`src/hdl/lgtr_pkg.sv`:
```
`timescale 1ns / 1ps
`default_nettype none
// ----------------------------------------------------------------------------
// LDA token resampler package
// Shared constants, register indexes and the controller/datapath interface.
// ----------------------------------------------------------------------------
package lgtr_pkg;

  localparam int DEF_MAX_TOPICS = 64;
  localparam int DEF_MAX_DOCS   = 1024;
  localparam int DEF_MAX_WORDS  = 4096;

  localparam int DOC_W    = 10;
  localparam int WORD_W   = 12;
  localparam int PRIOR_W  = 6;
  localparam int RAND_W   = 32;
  localparam int TOPIC_W  = 6;
  localparam int CFG_IDX_W  = 2;
  localparam int CFG_DATA_W = 24;

  localparam logic [CFG_IDX_W-1:0] REG_TOPICS = 2'd0;
  localparam logic [CFG_IDX_W-1:0] REG_ALPHA  = 2'd1;
  localparam logic [CFG_IDX_W-1:0] REG_BETA   = 2'd2;
  localparam logic [CFG_IDX_W-1:0] REG_VOCAB  = 2'd3;

  localparam logic [6:0]  RST_TOPICS = 7'd50;
  localparam logic [23:0] RST_ALPHA  = 24'd1311;
  localparam logic [23:0] RST_BETA   = 24'd6554;
  localparam logic [20:0] RST_VOCAB  = 21'd4096;

  // Number of compare/subtract steps that fold an index into its table.
  localparam int RED_STEPS = 12;
  // Quotient bits produced by the serial divider.
  localparam int QUO_W = 48;

  typedef enum logic [1:0] {
    AS_PRIOR,
    AS_TOPIC,
    AS_CLEAR
  } addr_sel_e;

  typedef enum logic [1:0] {
    WOP_DEC,
    WOP_INC,
    WOP_CLR
  } wr_op_e;

  typedef struct packed {
    logic      latch;
    logic      red_en;
    logic [3:0] red_k;
    logic      base_ld;
    logic      t_clr;
    logic      t_inc;
    logic      mem_rd;
    logic      mem_wr;
    addr_sel_e asel;
    wr_op_e    wop;
    logic      ab_ld;
    logic      mul_ld;
    logic      div_init;
    logic      div_step;
    logic      acc;
    logic      thr_hi;
    logic      thr_lo;
    logic      thr_sum;
    logic      wb_rd;
    logic      srch;
    logic      out_ld;
  } cmd_t;

  typedef struct packed {
    logic need_rm;
    logic t_last;
    logic hit;
    logic clr_last;
  } sts_t;

endpackage
`default_nettype wire

```
`src/hdl/lgtr_ctrl.sv`:
```
`timescale 1ns / 1ps
`default_nettype none
// ----------------------------------------------------------------------------
// LDA token resampler controller
// Sequences clearing, count removal, weight pass, draw and count update.
// ----------------------------------------------------------------------------
module lgtr_ctrl
  import lgtr_pkg::*;
(
  input  wire logic clk_i,
  input  wire logic rst_ni,
  input  wire logic in_valid_i,
  output logic      in_ready_o,
  output logic      out_valid_o,
  input  wire logic out_ready_i,
  input  wire sts_t sts_i,
  output cmd_t      cmd_o
);

  typedef enum logic [4:0] {
    S_CLEAR, S_IDLE, S_REDUCE, S_BASE, S_RM_RD, S_RM_WR,
    S_W_RD, S_W_AB, S_W_MUL, S_W_DINIT, S_W_DIV, S_W_ACC,
    S_THR_HI, S_THR_LO, S_THR_SUM, S_S_RD, S_S_CMP,
    S_UP_RD, S_UP_WR, S_DONE
  } state_e;

  state_e     state_q;
  logic [5:0] step_q;
  logic       out_valid_q;
  logic       out_free;

  assign out_free    = !out_valid_q || out_ready_i;
  assign in_ready_o  = (state_q == S_IDLE);
  assign out_valid_o = out_valid_q;

  always_comb begin
    cmd_o      = '0;
    cmd_o.asel = AS_TOPIC;
    cmd_o.wop  = WOP_INC;
    cmd_o.red_k = step_q[3:0];
    unique case (state_q)
      S_CLEAR: begin
        cmd_o.mem_wr = 1'b1;
        cmd_o.asel   = AS_CLEAR;
        cmd_o.wop    = WOP_CLR;
      end
      S_IDLE:    cmd_o.latch = in_valid_i;
      S_REDUCE:  cmd_o.red_en = 1'b1;
      S_BASE: begin
        cmd_o.base_ld = 1'b1;
        cmd_o.t_clr   = 1'b1;
      end
      S_RM_RD: begin
        cmd_o.mem_rd = 1'b1;
        cmd_o.asel   = AS_PRIOR;
      end
      S_RM_WR: begin
        cmd_o.mem_wr = 1'b1;
        cmd_o.asel   = AS_PRIOR;
        cmd_o.wop    = WOP_DEC;
      end
      S_W_RD:    cmd_o.mem_rd = 1'b1;
      S_W_AB:    cmd_o.ab_ld = 1'b1;
      S_W_MUL:   cmd_o.mul_ld = 1'b1;
      S_W_DINIT: cmd_o.div_init = 1'b1;
      S_W_DIV:   cmd_o.div_step = 1'b1;
      S_W_ACC: begin
        cmd_o.acc   = 1'b1;
        cmd_o.t_inc = !sts_i.t_last;
      end
      S_THR_HI:  cmd_o.thr_hi = 1'b1;
      S_THR_LO:  cmd_o.thr_lo = 1'b1;
      S_THR_SUM: begin
        cmd_o.thr_sum = 1'b1;
        cmd_o.t_clr   = 1'b1;
      end
      S_S_RD:    cmd_o.wb_rd = 1'b1;
      S_S_CMP: begin
        cmd_o.srch  = 1'b1;
        cmd_o.t_inc = !(sts_i.hit || sts_i.t_last);
      end
      S_UP_RD:   cmd_o.mem_rd = 1'b1;
      S_UP_WR:   cmd_o.mem_wr = 1'b1;
      S_DONE:    cmd_o.out_ld = out_free;
      default: ;
    endcase
  end

  always_ff @(posedge clk_i or negedge rst_ni) begin
    if (!rst_ni) begin
      state_q     <= S_CLEAR;
      step_q      <= '0;
      out_valid_q <= 1'b0;
    end else begin
      if (state_q == S_DONE && out_free) begin
        out_valid_q <= 1'b1;
      end else if (out_valid_q && out_ready_i) begin
        out_valid_q <= 1'b0;
      end
      unique case (state_q)
        S_CLEAR:  if (sts_i.clr_last) state_q <= S_IDLE;
        S_IDLE: begin
          if (in_valid_i) begin
            state_q <= S_REDUCE;
            step_q  <= 6'(RED_STEPS - 1);
          end
        end
        S_REDUCE: begin
          if (step_q == '0) state_q <= S_BASE;
          else step_q <= step_q - 6'd1;
        end
        S_BASE:    state_q <= sts_i.need_rm ? S_RM_RD : S_W_RD;
        S_RM_RD:   state_q <= S_RM_WR;
        S_RM_WR:   state_q <= S_W_RD;
        S_W_RD:    state_q <= S_W_AB;
        S_W_AB:    state_q <= S_W_MUL;
        S_W_MUL:   state_q <= S_W_DINIT;
        S_W_DINIT: begin
          state_q <= S_W_DIV;
          step_q  <= 6'(QUO_W - 1);
        end
        S_W_DIV: begin
          if (step_q == '0) state_q <= S_W_ACC;
          else step_q <= step_q - 6'd1;
        end
        S_W_ACC:   state_q <= sts_i.t_last ? S_THR_HI : S_W_RD;
        S_THR_HI:  state_q <= S_THR_LO;
        S_THR_LO:  state_q <= S_THR_SUM;
        S_THR_SUM: state_q <= S_S_RD;
        S_S_RD:    state_q <= S_S_CMP;
        S_S_CMP:   state_q <= (sts_i.hit || sts_i.t_last) ? S_UP_RD : S_S_RD;
        S_UP_RD:   state_q <= S_UP_WR;
        S_UP_WR:   state_q <= S_DONE;
        S_DONE: begin
          if (out_free) state_q <= S_IDLE;
        end
        default:   state_q <= S_IDLE;
      endcase
    end
  end

endmodule
`default_nettype wire

```
`config.mk`:
```
export PLATFORM = sky130hd
export DESIGN_NAME = lgtr_ctrl
export DESIGN_NICKNAME = d
export VERILOG_FILES = /design/src/hdl/lgtr_pkg.sv /design/src/hdl/lgtr_ctrl.sv
export SDC_FILE = /design/constraint.sdc
export NUM_CORES = 1
export LEC_CHECK = 0
export BUFFER_PORTS_ARGS = -buffer_cell sky130_fd_sc_hd__buf_2
export CAP_MARGIN = 15
export CORE_MARGIN = 4
export CORE_UTILIZATION = 42
export DETAILED_ROUTE_END_ITERATION = 12
export PLACE_DENSITY = 0.66
export SLEW_MARGIN = 15
export SYNTH_ARGS = -nofsm -noshare
export SYNTH_HDL_FRONTEND = slang
export SYNTH_SLANG_ARGS = --single-unit
```
`constraint.sdc`:
```
create_clock -name clk_i -period 2.25 [get_ports clk_i]
set_input_delay 0.225 -clock clk_i [delete_from_list [all_inputs] [get_ports clk_i]]
set_output_delay 0.225 -clock clk_i [all_outputs]
set_load 0.03 [all_outputs]
```
# --- After elaboration in Yosys (flattened, before gate mapping) ---
# Cells that the tools add are included.
# Widths: inputs -> output; s select.
word_totals:
  inputBits: 8
  output_inout_bits: 28
  regBits: 12
  word_cells: 81
classes:
  n_addsub: 1
  n_eq_ne: 25
  reduce_logical: 18
  mux: 34
ops:
  columns: ["operator", "n"]
  rows:
  - ["$pmux 5 s20", 1]
  - ["$eq 5x4->1 const B", 8]
  - ["$mux 5", 6]
  - ["$eq 5x3->1 const B", 4]
  - ["$eq 5x5->1 const B", 4]
  - ["$mux 1", 19]
  - ["$pmux 6 s3", 1]
  - ["$mux 6", 2]
  - ["$ne 2x2->1 const B", 6]
  - ["$eq 5x2->1 const B", 2]
  - ["$pmux 2 s2", 2]
  - ["$logic_not 6->1", 1]
  - ["$reduce_or 2->1", 3]
  - ["$reduce_or 3->1", 2]
  - ["$sub 6x1->6 const B", 1]
  - ["$eq 5x1->1 const B", 1]
  - ["$logic_not 5->1", 1]
  - ["$reduce_and 5->1", 1]
  - ["$mux 4", 1]
  - ["$logic_not 1->1", 3]
  - ["$reduce_and 3->1", 1]
  - ["$reduce_bool 3->1", 1]
  - ["$logic_and 1x1->1", 2]
  - ["$logic_or 1x1->1", 2]
  - ["other kinds (3)", 3]

# --- Depth between registers and ports, before layout ---
depth:
  depth_word: 4
  depth_mapped: 6
  ltp_nobuf: 6

# --- Least setup slack after synthesis ---
# OpenSTA, ideal clock, no wires.
synth_timing:
  path_kind: "reg-to-output"
  from: "register state_q[0]"
  to: "output port cmd_o[10] (netlist bit)"
  arrival_ns: 1.735
  path_stages_with_launch: 5
  required_time_ns: 2.025
  setup_slack_ns: 0.290
  n_path_buf: 3
  path_cell_list: "dfrtp_1 -> buf_6 -> clkbuf_1 -> clkbuf_1 -> nor3b_1"
synth_rtl:
  columns: ["item", "line_no", "source"]
  rows:
  - ["start: declaration", "lgtr_ctrl.sv:27", "state_e state_q;"]
  - ["start signal: assignment", "lgtr_ctrl.sv:112", "S_BASE: state_q <= sts_i.need_rm ? S_RM_RD : S_W_RD;"]
  - ["start signal: assignment", "lgtr_ctrl.sv:126", "S_W_ACC: state_q <= sts_i.t_last ? S_THR_HI : S_W_RD;"]
  - ["start signal: assignment", "lgtr_ctrl.sv:131", "S_S_CMP: state_q <= (sts_i.hit || sts_i.t_last) ? S_UP_RD : S_S_RD;"]
  - ["end: declaration", "lgtr_ctrl.sv:17", "output cmd_t cmd_o"]

==> results_dict.tcl <==
set metrics [dict create \
    finalSetupTns_ns 0 \
    final-hold-violation-count 0 \
    drc 0 \
    syn_area_um2 1080 \
    clk_latency_ns 0.28 \
    drive_gt1_share_pct 28.7 \
    relSlewSlack_pct 67.4 \
    rows 18 \
    root_buffer "clkbuf_4" \
    total_power_mw 2.06 \
    syn-num-nets 154 \
    final_cell_mix "buf_2, nor2_1, nand2_1, dfrtp_1, nor3_1" \
    r2r_cells 4 \
    rrSetupSlack_ns 0.39 \
    place_area_um2 1220 \
    cap_violations 0 \
    synth_edf_count 0 \
    finalCritPeriodShare_pct 93.3 \
    fin_hold_ws_ns 0.336 \
    dr.pass1.iters 4 \
    initial_core_util_pct 43.9 \
    rr_endpoint "state_q[0]" \
    die_w_um 58.7 \
    async_flop_share_pct 100 \
    critPathKind "reg2out" \
    rsz0062_at_grt "no" \
    grt_pass1_wl_um 4730 \
    fin_crit_ns 2.10 \
    postLayoutCellArea_um2 1270 \
    crit_arrival_ns 1.87 \
    vdd_drop_max_v 0.000887 \
    finalWirelength_um 2850 \
    tightest_slew_ns 0.486 \
    finalSetupViolCount 0 \
    grt_pass1_vias 1099 \
    ys_seq_area_share_pct 27.8 \
    slew_viol_final 0 \
    gp_congestion 0.888 \
    antenna_cells 0 \
    cp-start-kind "register" \
    cts_max_path_buffers 2 \
    numCtsBuffers 3 \
    grt_max_degree 21 \
    pwr_density_cell_nw_per_um2 1620 \
    final_common_cell "buf_2" \
    detail-route-antenna-nets 0 \
    crit_path_end_kind "primary output" \
    cts_tree "done" \
    io_buffers 35 \
    drt-vias-per-instance 5.63 \
    p_leak_nw 0.614 \
    fin_util_pct 51.8 \
    die_h_um 58.7 \
    required_ns 2.03 \
    crit_path_max_fanout 12 \
    r2r-start "state_q[4]" \
    track_usage_pct 17.5 \
    grt_overflow_total 0 \
    core_um2 2450 \
    max_freq_ghz 0.476 \
    yosysWarnings 0 \
    io_pins 36 \
    post_cts_buffers 0 \
    clk_pin_slew_worst_paths_ns 0.09 \
    synth_cells 144 \
    hp-class "in2async" \
    wl_per_cell_um 14.2 \
    area_delta_synth_final_pct 17.9 \
    fin_nets 182 \
    dp_hpwl_um 2110 \
    outcome "finished clean" \
    syn_avg_cell_area_um2 7.49 \
    antenna_found_initial 0 \
    die-area_um2 3440 \
    vias 1131 \
    drt_iter0_drc 19 \
    fin_worst_skew_ns 0.0132 \
    yosys.cell_types.count 44 \
    synth_flop_cell "dfrtp_1" \
    synth-seq-cells 12 \
    cts_sinks 12 \
    cts-htree-levels 1 \
]
==> synth_stat cells, types with 2 or more instances <==
library cell   n  area share, %
nor3b_1        3            2.1
and2_1         2            1.2
nor2b_1        4            2.3
dfrtp_1       12             28
buf_4          4            2.8
nand2_1       11            3.8
buf_2          3            1.4
nand2b_1       5            2.9
nand3_1        4            1.9
o31ai_1        2            1.4
nor3_1        10            4.6
o2bb2ai_1      2            1.6
o211ai_1       2            1.4
o21ai_0        5            2.3
o22ai_1        4            2.3
ha_1           2            2.3
o21ai_1        2           0.93
buf_6          2            2.1
inv_1          6            2.1
nor2_1        20            7.0
a31oi_1        3            1.7
or2_2          2            1.2
or3_1          2            1.2
a21oi_1        6            2.8
clkbuf_1       7            2.4
==> cell type report <==
type	count	area, um^2
Inverter	6	22.5
Fill cell	261	1180
Multi-Input combinational cell	109	658
Sequential cell	12	302
Timing Repair Buffer	40	215
Clock buffer	4	36.3
Tap cell	30	37.5
==> worst max-delay path by stage <==
stage                     depth (start not counted)  slack [ns]         end  startpoint
after floorplan                                   4        0.29   cmd_o[10]  state_q[0]
after global placement                            4        0.36  state_q[0]  state_q[1]
after CTS                                         4        0.07   cmd_o[17]  state_q[1]
final                                             4        0.15   cmd_o[17]  state_q[0]
after global routing                              4        0.02   cmd_o[17]  state_q[0]
after detailed placement                          4        0.31  state_q[0]  state_q[1]
==> worst max-delay path, cell delays in order, from the launching register on <==
cell,delay (ns)
dfrtp_1,0.56
nand2_1,0.23
or3_1,0.41
o22ai_1,0.17
buf_2,0.22
==> cells by family after synthesis <==
| family | synth area share, % |
|---|---|
| muxes | 2.32 |
| adders and majority gates | 2.32 |
| DFF | 27.8 |
| AOI/OAI and AO/OA | 22.9 |
| buffers and inverters | 11.1 |
| and+or+nand+nor | 33.5 |
==> repair_timing <==
item / in CTS / in global routing
hold buffers: 1 / 0
resized for setup: 0 / 1
hold endpoints to repair: 12 / 0
setup endpoints to repair: 0 / 1
==> metal layers <==
| metal | vias up | share of wire, % | track usage [%] |
|---|---|---|---|
| met5 | - | 0 | 0 |
| met4 | 0 | 0.60 | 5.18 |
| met3 | 2 | 3.9 | 3.95 |
| met2 | 22 | 51 | 30.1 |
| met1 | 547 | 45 | 21.8 |
| li1 | 560 | - | - |
==> power breakdown <==
part	switching [mW]	internal (mW)
sequential	0.202	0.307
clock	0.0801	0.0985
combinational	0.883	0.493
==> through the flow <==
| stage | instances | worst slack (ns) |
|---|---|---|
| floorplan | 144 | 0.290 |
| global placement | 196 | 0.364 |
| detailed placement | 196 | 0.308 |
| finish | 201 | 0.150 |
| global route | 201 | 0.0206 |
| CTS | 201 | 0.0691 |
==> sequential cells by signal, summed over array words and instances (netlist names) <==
signal       count
state_q          5
step_q           6
out_valid_o      1
Note: power is estimated with default switching activity, not from simulation.
